## src/design/i2cm_pkg.sv

```systemverilog
`default_nettype none
package i2cm_pkg;

   localparam int QUEUE_DEPTH = 4;
   localparam int QPTR_W      = $clog2(QUEUE_DEPTH);
   localparam int QCNT_W      = $clog2(QUEUE_DEPTH + 1);

   localparam logic [2:0] KIND_TICK  = 3'd0;
   localparam logic [2:0] KIND_START = 3'd1;
   localparam logic [2:0] KIND_STOP  = 3'd2;
   localparam logic [2:0] KIND_WRITE = 3'd3;
   localparam logic [2:0] KIND_READ  = 3'd4;

   localparam logic [5:0] WRITE_ACK_BASE = 6'd32;
   localparam logic [5:0] READ_ACK_BASE  = 6'd40;
   localparam logic [2:0] READ_SUB_LAST  = 3'd4;

   typedef enum logic [2:0] {
      OP_IDLE  = 3'd0,
      OP_START = 3'd1,
      OP_STOP  = 3'd2,
      OP_WRITE = 3'd3,
      OP_READ  = 3'd4
   } op_type;

   typedef enum logic [1:0] {
      CLS_TICK,
      CLS_CMD,
      CLS_NONE
   } cls_type;

   typedef struct packed {
      cls_type    cls;
      op_type     op;
      logic [7:0] tx_byte;
      logic       ack_value;
      logic       sda_in;
   } entry_type;

   function automatic logic [5:0] phase_total(input op_type op);
      logic [5:0] total;
      case (op)
         OP_START: total = 6'd4;
         OP_STOP:  total = 6'd4;
         OP_WRITE: total = 6'd37;
         OP_READ:  total = 6'd44;
         default:  total = 6'd0;
      endcase
      return total;
   endfunction

endpackage
`default_nettype wire

```

## src/design/i2cm_front.sv

```systemverilog
`default_nettype none
module i2cm_front (
   input  wire logic [2:0]         req_kind,
   input  wire logic [7:0]         req_tx_byte,
   input  wire logic               req_ack_value,
   input  wire logic               req_sda_in,
   output i2cm_pkg::entry_type     entry
);
   import i2cm_pkg::*;

   always_comb begin
      entry.tx_byte   = req_tx_byte;
      entry.ack_value = req_ack_value;
      entry.sda_in    = req_sda_in;
      entry.op        = OP_IDLE;
      case (req_kind)
         KIND_TICK: begin
            entry.cls = CLS_TICK;
         end
         KIND_START: begin
            entry.cls = CLS_CMD;
            entry.op  = OP_START;
         end
         KIND_STOP: begin
            entry.cls = CLS_CMD;
            entry.op  = OP_STOP;
         end
         KIND_WRITE: begin
            entry.cls = CLS_CMD;
            entry.op  = OP_WRITE;
         end
         KIND_READ: begin
            entry.cls = CLS_CMD;
            entry.op  = OP_READ;
         end
         default: begin
            entry.cls = CLS_NONE;
         end
      endcase
   end

endmodule
`default_nettype wire

```

## src/design/i2cm_queue.sv

```systemverilog
`default_nettype none
module i2cm_queue (
   input  wire logic                clock,
   input  wire logic                reset,
   input  wire logic                push,
   input  wire i2cm_pkg::entry_type push_data,
   output logic                     full,
   input  wire logic                pop,
   output logic                     pop_valid,
   output i2cm_pkg::entry_type      pop_data
);
   import i2cm_pkg::*;

   entry_type               slot_ff [QUEUE_DEPTH];
   logic [QPTR_W-1:0]       wr_ptr_ff, wr_ptr_in;
   logic [QPTR_W-1:0]       rd_ptr_ff, rd_ptr_in;
   logic [QCNT_W-1:0]       count_ff, count_in;

   assign full      = (count_ff == QCNT_W'(QUEUE_DEPTH));
   assign pop_valid = (count_ff != '0);
   assign pop_data  = slot_ff[rd_ptr_ff];

   always_comb begin
      wr_ptr_in = push ? wr_ptr_ff + 1'b1 : wr_ptr_ff;
      rd_ptr_in = pop  ? rd_ptr_ff + 1'b1 : rd_ptr_ff;
      count_in  = count_ff;
      if (push && !pop) begin
         count_in = count_ff + 1'b1;
      end else if (pop && !push) begin
         count_in = count_ff - 1'b1;
      end
   end

   always_ff @(posedge clock) begin
      if (reset) begin
         wr_ptr_ff <= '0;
         rd_ptr_ff <= '0;
         count_ff  <= '0;
      end else begin
         wr_ptr_ff <= wr_ptr_in;
         rd_ptr_ff <= rd_ptr_in;
         count_ff  <= count_in;
      end
   end

   always_ff @(posedge clock) begin
      if (push) begin
         slot_ff[wr_ptr_ff] <= push_data;
      end
   end

endmodule
`default_nettype wire

```

## src/design/i2cm_back.sv

```systemverilog
`default_nettype none
module i2cm_back (
   input  wire logic               clock,
   input  wire logic               reset,
   input  wire logic               q_valid,
   input  wire i2cm_pkg::entry_type q_data,
   output logic                    q_pop,
   input  wire logic               csr_valid,
   output logic                    csr_ready,
   input  wire logic [15:0]        csr_data,
   output logic                    rsp_valid,
   input  wire logic               rsp_stall,
   output logic                    rsp_scl_level,
   output logic                    rsp_sda_level,
   output logic                    rsp_busy_res,
   output logic                    rsp_done_res,
   output logic [7:0]              rsp_rx_byte,
   output logic                    rsp_ack_seen,
   output logic                    rsp_rejected
);
   import i2cm_pkg::*;

   logic [15:0] ticks_ff;
   op_type      op_ff, op_in;
   logic [5:0]  phase_ff, phase_in;
   logic [15:0] count_ff, count_in;
   logic [2:0]  sub_ff, sub_in;
   logic [7:0]  tx_ff, tx_in;
   logic [7:0]  rx_ff, rx_in;
   logic        ack_send_ff, ack_send_in;
   logic        scl_line_ff, scl_line_in;
   logic        sda_line_ff, sda_line_in;
   logic        ack_ff, ack_in;
   logic        rsp_valid_ff, rsp_valid_in;
   logic        done_ff, done_in;
   logic        rej_ff, rej_in;
   logic        busy_ff;

   logic        busy;
   logic        do_apply;
   logic [16:0] count_next;
   logic [5:0]  phase_next;
   logic [5:0]  rel;

   assign csr_ready = 1'b1;
   assign q_pop     = q_valid && (!rsp_valid_ff || !rsp_stall);

   assign rsp_valid     = rsp_valid_ff;
   assign rsp_scl_level = scl_line_ff;
   assign rsp_sda_level = sda_line_ff;
   assign rsp_busy_res  = busy_ff;
   assign rsp_done_res  = done_ff;
   assign rsp_rx_byte   = rx_ff;
   assign rsp_ack_seen  = ack_ff;
   assign rsp_rejected  = rej_ff;

   always_comb begin
      op_in       = op_ff;
      phase_in    = phase_ff;
      count_in    = count_ff;
      sub_in      = sub_ff;
      tx_in       = tx_ff;
      rx_in       = rx_ff;
      ack_send_in = ack_send_ff;
      scl_line_in = scl_line_ff;
      sda_line_in = sda_line_ff;
      ack_in      = ack_ff;
      done_in     = 1'b0;
      rej_in      = 1'b0;
      do_apply    = 1'b0;
      rel         = '0;
      busy        = (op_ff != OP_IDLE);
      count_next  = {1'b0, count_ff} + 17'd1;
      phase_next  = phase_ff + 6'd1;

      if (q_pop) begin
         case (q_data.cls)
            CLS_TICK: begin
               if (busy) begin
                  if (count_next >= {1'b0, ticks_ff}) begin
                     count_in = '0;
                     if (phase_next >= phase_total(op_ff)) begin
                        op_in    = OP_IDLE;
                        phase_in = '0;
                        done_in  = 1'b1;
                     end else begin
                        phase_in = phase_next;
                        sub_in   = (sub_ff == READ_SUB_LAST) ? 3'd0 : sub_ff + 3'd1;
                        do_apply = 1'b1;
                     end
                  end else begin
                     count_in = count_next[15:0];
                  end
               end
            end
            CLS_CMD: begin
               if (busy) begin
                  rej_in = 1'b1;
               end else begin
                  op_in    = q_data.op;
                  phase_in = '0;
                  count_in = '0;
                  sub_in   = '0;
                  if (q_data.op == OP_WRITE) begin
                     tx_in = q_data.tx_byte;
                  end
                  if (q_data.op == OP_READ) begin
                     rx_in       = '0;
                     ack_send_in = q_data.ack_value;
                  end
                  do_apply = 1'b1;
               end
            end
            default: begin
            end
         endcase
      end

      if (do_apply) begin
         case (op_in)
            OP_START: begin
               case (phase_in[1:0])
                  2'd0:    sda_line_in = 1'b1;
                  2'd1:    scl_line_in = 1'b1;
                  2'd2:    sda_line_in = 1'b0;
                  default: scl_line_in = 1'b0;
               endcase
            end
            OP_STOP: begin
               case (phase_in[1:0])
                  2'd0:    scl_line_in = 1'b0;
                  2'd1:    sda_line_in = 1'b0;
                  2'd2:    scl_line_in = 1'b1;
                  default: sda_line_in = 1'b1;
               endcase
            end
            OP_WRITE: begin
               if (phase_in < WRITE_ACK_BASE) begin
                  case (phase_in[1:0])
                     2'd0: scl_line_in = 1'b0;
                     2'd1: sda_line_in = tx_in[7];
                     2'd2: scl_line_in = 1'b1;
                     default: begin
                        scl_line_in = 1'b0;
                        tx_in       = {tx_in[6:0], 1'b0};
                     end
                  endcase
               end else begin
                  rel = phase_in - WRITE_ACK_BASE;
                  case (rel[2:0])
                     3'd0:    sda_line_in = 1'b1;
                     3'd1:    scl_line_in = 1'b0;
                     3'd2:    scl_line_in = 1'b1;
                     3'd3:    ack_in      = q_data.sda_in;
                     default: scl_line_in = 1'b0;
                  endcase
               end
            end
            OP_READ: begin
               if (phase_in < READ_ACK_BASE) begin
                  case (sub_in)
                     3'd0:    sda_line_in = 1'b1;
                     3'd1:    scl_line_in = 1'b0;
                     3'd2:    scl_line_in = 1'b1;
                     3'd3:    rx_in       = {rx_in[6:0], q_data.sda_in};
                     default: scl_line_in = 1'b0;
                  endcase
               end else begin
                  rel = phase_in - READ_ACK_BASE;
                  case (rel[1:0])
                     2'd0:    scl_line_in = 1'b0;
                     2'd1:    sda_line_in = ack_send_in;
                     2'd2:    scl_line_in = 1'b1;
                     default: scl_line_in = 1'b0;
                  endcase
               end
            end
            default: begin
            end
         endcase
      end

      if (q_pop) begin
         rsp_valid_in = 1'b1;
      end else begin
         rsp_valid_in = rsp_valid_ff && rsp_stall;
      end
   end

   always_ff @(posedge clock) begin
      if (reset) begin
         ticks_ff     <= 16'd1;
         op_ff        <= OP_IDLE;
         phase_ff     <= '0;
         count_ff     <= '0;
         sub_ff       <= '0;
         tx_ff        <= '0;
         rx_ff        <= '0;
         ack_send_ff  <= 1'b0;
         scl_line_ff  <= 1'b1;
         sda_line_ff  <= 1'b1;
         ack_ff       <= 1'b0;
         rsp_valid_ff <= 1'b0;
      end else begin
         if (csr_valid && csr_ready) begin
            ticks_ff <= csr_data;
         end
         op_ff        <= op_in;
         phase_ff     <= phase_in;
         count_ff     <= count_in;
         sub_ff       <= sub_in;
         tx_ff        <= tx_in;
         rx_ff        <= rx_in;
         ack_send_ff  <= ack_send_in;
         scl_line_ff  <= scl_line_in;
         sda_line_ff  <= sda_line_in;
         ack_ff       <= ack_in;
         rsp_valid_ff <= rsp_valid_in;
      end
   end

   always_ff @(posedge clock) begin
      if (q_pop) begin
         done_ff <= done_in;
         rej_ff  <= rej_in;
         busy_ff <= (op_in != OP_IDLE);
      end
   end

endmodule
`default_nettype wire

```

## src/design/i2c_master_byte_engine.sv

```systemverilog
// I2C master line sequencer.
// req_* carries one beat per item: a tick with the sampled SDA level, or a
// start, stop, write byte or read byte command. A beat is taken when
// req_valid is high and req_stall is low. Every beat returns exactly one
// rsp_* beat with the line levels, busy/done flags, the read shift register,
// the last write acknowledge and a rejected flag for a command sent while busy.
// csr_* writes phase_ticks (ticks per line phase); csr_ready is always high.
// Write it only while no command runs and no beat is in flight.
// A request beat is held in the queue, then its response is registered; one beat per
// cycle is sustained while rsp_stall is low, with the line sequencer behind a 4-entry queue.
// When rsp_stall is held the response holds; the queue keeps taking beats
// until its 4 entries fill, then req_stall rises.
// Reset is synchronous: lines released high, idle, phase_ticks = 1, queue
// and response register empty.
`default_nettype none
module i2c_master_byte_engine (
   input  wire logic        clock,
   input  wire logic        reset,
   input  wire logic        req_valid,
   output logic             req_stall,
   input  wire logic [2:0]  req_kind,
   input  wire logic [7:0]  req_tx_byte,
   input  wire logic        req_ack_value,
   input  wire logic        req_sda_in,
   output logic             rsp_valid,
   input  wire logic        rsp_stall,
   output logic             rsp_scl_level,
   output logic             rsp_sda_level,
   output logic             rsp_busy_res,
   output logic             rsp_done_res,
   output logic [7:0]       rsp_rx_byte,
   output logic             rsp_ack_seen,
   output logic             rsp_rejected,
   input  wire logic        csr_valid,
   output logic             csr_ready,
   input  wire logic [15:0] csr_data
);
   import i2cm_pkg::*;

   entry_type front_entry;
   entry_type q_data;
   logic      q_full;
   logic      q_valid;
   logic      q_pop;

   assign req_stall = q_full;

   i2cm_front u_front (
      .req_kind      (req_kind),
      .req_tx_byte   (req_tx_byte),
      .req_ack_value (req_ack_value),
      .req_sda_in    (req_sda_in),
      .entry         (front_entry)
   );

   i2cm_queue u_queue (
      .clock     (clock),
      .reset     (reset),
      .push      (req_valid && !q_full),
      .push_data (front_entry),
      .full      (q_full),
      .pop       (q_pop),
      .pop_valid (q_valid),
      .pop_data  (q_data)
   );

   i2cm_back u_back (
      .clock         (clock),
      .reset         (reset),
      .q_valid       (q_valid),
      .q_data        (q_data),
      .q_pop         (q_pop),
      .csr_valid     (csr_valid),
      .csr_ready     (csr_ready),
      .csr_data      (csr_data),
      .rsp_valid     (rsp_valid),
      .rsp_stall     (rsp_stall),
      .rsp_scl_level (rsp_scl_level),
      .rsp_sda_level (rsp_sda_level),
      .rsp_busy_res  (rsp_busy_res),
      .rsp_done_res  (rsp_done_res),
      .rsp_rx_byte   (rsp_rx_byte),
      .rsp_ack_seen  (rsp_ack_seen),
      .rsp_rejected  (rsp_rejected)
   );

endmodule
`default_nettype wire

```

## config.mk

```make
export PLATFORM = sky130hd
export DESIGN_NAME = i2c_master_byte_engine
export DESIGN_NICKNAME = d
export VERILOG_FILES = /design/src/design/i2cm_pkg.sv /design/src/design/i2cm_front.sv /design/src/design/i2cm_queue.sv /design/src/design/i2cm_back.sv /design/src/design/i2c_master_byte_engine.sv
export SDC_FILE = /design/constraint.sdc
export NUM_CORES = 1
export LEC_CHECK = 0
export BUFFER_PORTS_ARGS = -buffer_cell sky130_fd_sc_hd__buf_2
export CORE_MARGIN = 4
export CORE_UTILIZATION = 60
export DETAILED_ROUTE_END_ITERATION = 10
export PLACE_DENSITY = 0.88
export SYNTH_ARGS = -nofsm -noshare
export SYNTH_HDL_FRONTEND = slang
export SYNTH_SLANG_ARGS = --single-unit
export TNS_END_PERCENT = 100
```

## constraint.sdc

```tcl
create_clock -name clock -period 5.3 [get_ports clock]
set_input_delay 0.53 -clock clock [delete_from_list [all_inputs] [get_ports clock]]
set_output_delay 0.53 -clock clock [all_outputs]
set_load 0.05 [all_outputs]
```

After elaboration in Yosys (flattened, before gate mapping)

Memories as Yosys holds them, arrays and structs flattened. A register that Yosys moved wholly into a read port is not among the register bits.
Index checks and enable logic that the tools add are counted.

Memory bits (writable): 60
Logic and storage cells: 188
Input port bits: 34
Flip-flop bits (word level): 75
Memories: 1

Memories:

| name            | depth | width | rd ports | clocked after Yosys merged registers in | wr ports | line             | RTL |
|---|---|---|---|---|---|---|---|
| u_queue.slot_ff | 4     | 15    | 1        | 1                                       | 1        | i2cm_queue.sv:14 | `entry_type slot_ff [QUEUE_DEPTH];` |

$add $sub $neg: 9
$lt $le $gt $ge: 4
Reduce and logical (&&, ||, !) cells: 33
Eq/ne operators: 39
Bitwise gates (word level): 1
Muxes and demuxes: 83

Operators with widths:

| operator                | number |
|---|---|
| $mux W8                 | 16 |
| $mux W6                 | 9 |
| $mux W16                | 3 |
| $mux W3                 | 13 |
| $eq A3 B2 Y1 const B    | 11 |
| $pmux W16 S2            | 1 |
| $mux W1                 | 22 |
| $eq A3 B3 Y1 const B    | 6 |
| $pmux W1 S2             | 9 |
| $pmux W6 S3             | 1 |
| $add A16 B1 Y17 const B | 1 |
| $ge A17 B16 Y1          | 1 |
| $reduce_and A8 Y1       | 2 |
| $lt A6 B6 Y1 const B    | 2 |
| $ne A3 B3 Y1 const B    | 4 |
| $pmux W3 S2             | 2 |
| $pmux W3 S4             | 1 |
| $pmux W6 S2             | 1 |
| $eq A3 B1 Y1 const B    | 3 |
| $logic_not A3 Y1        | 3 |
| $ne A3 B1 Y1 const B    | 3 |
| $ne A3 B2 Y1 const B    | 3 |
| $reduce_bool A3 Y1      | 3 |
| $pmux W1 S4             | 2 |
| other kinds (24)        | 47 |

Longest topological paths before layout

Depth in word-level cells: 19
Gate-level depth with buffers: 19
Mapped depth without buffers: 16

Modules after synthesis

A second synthesis with hierarchy kept.

Cell total of the unflattened synthesis: 612
Area total of the unflattened synthesis: 6,769.0 sq um

Modules (own cells, without submodules):

| module                 | cells each | instances | sequential area each (sq um) | area each (sq um) |
|---|---|---|---|---|
| i2cm_back              | 473        | 1         | 1,391.3                      | 4,018.9 |
| i2cm_queue             | 122        | 1         | 1,981.9                      | 2,625.0 |
| i2cm_front             | 16         | 1         | 0.0                          | 111.4 |
| i2c_master_byte_engine | 1          | 1         | 0.0                          | 13.8 |

Worst setup path before layout

OpenSTA, ideal clock, no wires.

Path kind: reg2reg
From: register u_back.count_ff[0]
To: register u_back.sda_line_ff, in the netlist u_back.rsp_sda_level
Library setup time: 0.072 ns
Buffers on the path: 1
Path slack: 1.314 ns
Arrival: 3.914 ns
Period minus slack after synthesis: 3.986 ns
Stages on the path, launching flop included: 18
Cells stage by stage: dfxtp_1 -> ha_1 -> and3_1 -> and3_1 -> clkbuf_1 -> nand4_1 -> xnor2_1 -> ha_1 -> nand3_1 -> o211ai_1 -> a31oi_1 -> nand2_1 -> o41ai_1 -> nor2_1 -> nor3b_4 -> a221o_1 -> nor4_2 -> mux2i_1

Longest elaborated chain between the ends: 10

Ends and longest elaborated chain:

| item                                                       | line             | RTL |
|---|---|---|
| start: declaration                                         | i2cm_back.sv:26  | `logic [15:0] count_ff, count_in;` |
| start signal: assignment                                   | i2cm_back.sv:210 | `count_ff <= count_in;` |
| $add A16 B1 Y17 (*)                                        | i2cm_back.sv:73  | `count_next = {1'b0, count_ff} + 17'd1;` |
| $ge A17 B16 Y1 (*)                                         | i2cm_back.sv:80  | `if (count_next >= {1'b0, ticks_ff}) begin` |
| $mux W6                                                    | i2cm_back.sv:80  |  |
| $mux W6                                                    | i2cm_back.sv:79  | `if (busy) begin` |
| $pmux W6 S2                                                | i2cm_back.sv:77  | `case (q_data.cls)` |
| $mux W6                                                    | i2cm_back.sv:76  | `if (q_pop) begin` |
| $sub A3 B1 Y3, or another cell as far along                | i2cm_back.sv:149 | `rel = phase_in - WRITE_ACK_BASE;` |
| $logic_not A3 Y1, or another cell as far along             | i2cm_back.sv:150 | `case (rel[2:0])` |
| $ne A3 B2 Y1 (no line), or another cell as far along       | n/a              |  |
| $reduce_and A8 Y1 (no line) or $pmux W1 S4 (tied branches) | n/a              |  |
| end signal: assignment                                     | i2cm_back.sv:216 | `sda_line_ff <= sda_line_in;` |
| end: declaration                                           | i2cm_back.sv:32  | `logic sda_line_ff, sda_line_in;` |

Mark *: on every way between the ends. The rest lies on a longest branch, timed or not.
A chain may end at the register's enable or synchronous reset.

Worst setup path in the final report

From: register u_back.count_ff[0]
To: register u_back.ack_ff, in the netlist u_back.rsp_ack_seen

Longest elaborated chain between the ends: 9

Ends and longest elaborated chain:

| item                                          | line                               | RTL |
|---|---|---|
| $add A16 B1 Y17 (*)                           | i2cm_back.sv:73                    |  |
| $ge A17 B16 Y1 (*)                            | i2cm_back.sv:80                    |  |
| $mux W6                                       | i2cm_back.sv:80                    |  |
| $mux W6                                       | i2cm_back.sv:79                    |  |
| $pmux W6 S2                                   | i2cm_back.sv:77                    |  |
| $mux W6                                       | i2cm_back.sv:76                    |  |
| $sub A3 B1 Y3 or $lt A6 B6 Y1 (tied branches) | i2cm_back.sv:149, i2cm_back.sv:138 |  |
| $eq A3 B2 Y1 or $not A1 Y1 (tied branches)    | n/a                                |  |
| $reduce_and A4 Y1 (no line) (*)               | n/a                                |  |
| end signal: assignment                        | i2cm_back.sv:217                   | `ack_ff <= ack_in;` |
| end: declaration                              | i2cm_back.sv:33                    | `logic ack_ff, ack_in;` |

Marks and branches as above.

==> results.yml <==
global_route:
  global_route_wire_length_before_repair_um: 23840
  antenna_found_initial: 0
  globalRouteTotalUtil_pct: 23.40
  globalRoute.totalOverflow: 0
  via_count_of_the_first_global_routing_pass: 4911
  grt_start_max_net_pins: 66
clocking:
  clkSinkCount: 137
  ctsRootBufferMaster: "sky130_fd_sc_hd__clkbuf_8"
  clkSlewWorstSetupHoldPaths_ps: 60
  post_cts_resized: 0
  postCtsSetupRepairBufs: 0
  cts_inserted_buffers: 17
  worst_skew_pair.late_latency_ps: 530
  clk_path_buf_depth: 2
  htree_levels: 4
  hold_buffers_post_cts: 0
  tritoncts: "yes"
drt:
  detailroute.via_count: 4853
  drt-total-wl_um: 14340
  detail_route.first_pass.iterations: 5
  vias_per_cell: 6.006
  drc_errors: 0
  detailedRoute.firstIterationViolations: 316
  avgRoutedWirePerCell_um: 17.74
  drt.antenna.violating_nets: 0
floorplan:
  placement_rows: 38
  initial_core_utilization_pct: 61.79
  core_area_um2: 10890
  die_height_um: 113.9
  die_outline_area_um2: 12970
  ioPinCount: 51
  die_w_um: 113.9
critical_path:
  worst_setup_path_category: "reg2reg"
  most_used_cell_cp: "sky130_fd_sc_hd__nor2_1"
  crit_arrival_ps: 4990
  crit_chain: "ha_1, and3_1, and3_1, nand4_1, xnor2_1, ha_1, nand3_1, o211ai_1, a31oi_1, nand2_1, o41ai_1, nor2_1, nor2_1, nor4b_1, mux2i_1, nor2_1"
  worst_path_max_delay_cell: "sky130_fd_sc_hd__o41ai_1"
  cp_max_fo: 9
  start_kind: "flip-flop"
  timing.reg2reg.worst_path_depth: 16
  crit_path_largest_cell_delay_ps: 630
  critical-path-top-delay-family: "simple AND/OR/NAND/NOR gates"
  worstSetupPathDepth: 16
  crit_path_end_kind: "flip-flop"
  crit_buf_inv: 0
  worst_ep_required_time_ps: 5690
pwr:
  cell_area_power_density_nw_per_um2: 414.8
  static_leakage_uw: 0.002945
  p_switching_uw: 994.7
  power_switching_share_pct: 31.47
  post-layout-total-power_uw: 3161
  power_frac_seq_pct: 40.1
  cellInternalPower_uw: 2166
  vdd_drop_max_mv: 0.3362
  share_clk_of_total_power_pct: 35.1
  pwr-share-comb_pct: 24.8
placement:
  place_ws_ps: 820.2
  half_perimeter_wire_length_of_the_detailed_placement_result_um: 9601
  place_congestion: 0.8935
  io_buffer_count: 49
finish:
  n_antenna_cell: 0
  layout-area-overhead-vs-synth_pct: 13.28
  multiInputGateArea_um2: 3136
  design.final.nets: 719
  final.fill_count: 751
  finalCoreUtilization_pct: 70.00
  drive_above_1_share_pct: 17.51
  ff_latch_area_um2: 3373
synthesis:
  synthTopCellsByArea: "sky130_fd_sc_hd__edfxtp_1, sky130_fd_sc_hd__dfxtp_1, sky130_fd_sc_hd__mux2i_1"
  async_flop_share_pct: 0
  syn_inst: 608
  synth.top_cells.by_count: "sky130_fd_sc_hd__nor2_1, sky130_fd_sc_hd__dfxtp_1, sky130_fd_sc_hd__edfxtp_1, sky130_fd_sc_hd__mux2i_1, sky130_fd_sc_hd__nand2_1"
  synthDistinctLibCells: 74
  netlist_area_um2: 6728
  yosysTopAreaCell: "sky130_fd_sc_hd__edfxtp_1"
  synth.yosys.seq_area_share_pct: 50.14
  post_synth.cell_area_avg_um2: 11.07
  synth_most_common_cell: "sky130_fd_sc_hd__nor2_1"
  synth.net_count: 672
  synth-warning-count: 0
  number_of_enable_flip_flop_cells_after_synthesis: 63
  main_flop_type_after_synthesis: "sky130_fd_sc_hd__dfxtp_1"
  post-synth-top-area-fraction_pct: 28.12
  postSynthRegisterBits: 137
sta:
  final-hold-violation-count: 0
  fin_worst_skew_ps: 11.71
  worst_hold_slack_ps: 207.6
  fin_crit_sh_pct: 86.64
  maxSlewViolCount: 0
  max-slew-margin-rel_pct: 46.09
  finalWorstPathRequiredPeriod_ps: 4592
  report.final.setup_viol: 0
  unrepaired_setup_endpoints_after_global_routing: "no"
  timing_worst_slew_pin_value_ps: 801.8
  max_clock_freq_ghz: 0.2178
  totalNegativeSetupSlack_ps: 0
  post-route-worst-setup-slack_ps: 707.9
run:
  drv.max_cap_violation_count: 0
run_status:
  status: "completed"
worst_hold_path:
  worstHoldPathType: "in2reg"
  min_path_cells: 1
==> flip-flops by register name, summed over array words and instances, names as in the netlist, 2 cells and up, named ones only <==
name                cells
u_back.tx_ff            8
u_queue.wr_ptr_ff       2
u_back.rsp_rx_byte      8
u_queue.rd_ptr_ff       2
u_back.sub_ff           3
u_back.phase_ff         6
u_back.count_ff        16
u_back.ticks_ff        16
u_queue.count_ff        3
u_back.op_ff            3
u_queue.slot_ff        60
==> final timing paths <==
kind	startpoint	to	slack [ps]
setup / recovery	u_back.count_ff[0]	u_back.rsp_ack_seen	710
hold reg to reg	u_back.rsp_valid	u_back.rsp_valid	470
setup reg to reg	u_back.count_ff[0]	u_back.rsp_ack_seen	710
hold / removal	req_tx_byte[0]	u_queue.slot_ff[0][2]	210
==> cell type report <==
type	count	area share [%]
Clock buffer	22	5.681
Multi-Input combinational cell	417	41.14
Clock inverter	10	1.576
Timing Repair Buffer	53	3.612
Inverter	29	1.428
Tap cell	140	2.298
Sequential cell	137	44.26
==> per-stage QoR <==
step | cell area, um2 | cells
2_1_floorplan | 6728 | 608
3_3_place_gp | 7068 | 776
6_report | 7621 | 808
3_5_place_dp | 7068 | 776
4_1_cts | 7621 | 808
5_1_grt | 7621 | 808
==> kinds of logic after synthesis <==
family,after synthesis,synth area share [%]
DFF,137,50.14
adders and majority gates,30,5.691
other,1,0.05574
muxes,57,11.46
xor gates and xnor gates,24,3.125
AOI/OAI and AO/OA,85,9.280
and+or+nand+nor,220,16.91
buffers and inverters,54,3.348
==> worst reg2reg max path, delay by kind of cell, from the launching register on <==
kind	cells	cell delay, ps
compound gates	3	930
simple gates	9	2140
mux	1	270
xor+xnor	1	220
fa+ha+maj	2	490
flops	1	400
==> cells in the final DEF (no fill, tap or decap), types with 14 or more instances in the layout <==
cell / count
sky130_fd_sc_hd__dfxtp_1: 74
sky130_fd_sc_hd__nor3_1: 14
sky130_fd_sc_hd__edfxtp_1: 63
sky130_fd_sc_hd__nand2_1: 31
sky130_fd_sc_hd__ha_1: 29
sky130_fd_sc_hd__nand3_1: 14
sky130_fd_sc_hd__xnor2_1: 15
sky130_fd_sc_hd__nor2_1: 86
sky130_fd_sc_hd__inv_1: 28
sky130_fd_sc_hd__mux2i_1: 38
sky130_fd_sc_hd__buf_2: 49
sky130_fd_sc_hd__a21oi_1: 17
sky130_fd_sc_hd__clkbuf_16: 16
sky130_fd_sc_hd__a22oi_1: 17
==> power by group through the flow <==
stage,sequential (uW),combinational (uW),clock [uW]
finish,1270,784,1110
global placement,1280,746,0
floorplan,1330,547,0
detailed placement,1290,771,0
global route,1280,853,1170
CTS,1270,782,1130
==> layer usage <==
metal | track usage [%] | vias to the layer above | wire [um] | share of wire, %
met5 | 0 | - | 0 | 0
met1 | 28.24 | 2309 | 5915 | 41
met4 | 8.155 | 0 | 337 | 2.4
met2 | 40.71 | 187 | 7192 | 50
met3 | 6.048 | 35 | 890 | 6.2
li1 | - | 2322 | - | -
No activity file was read; power rests on OpenSTA's default activity.
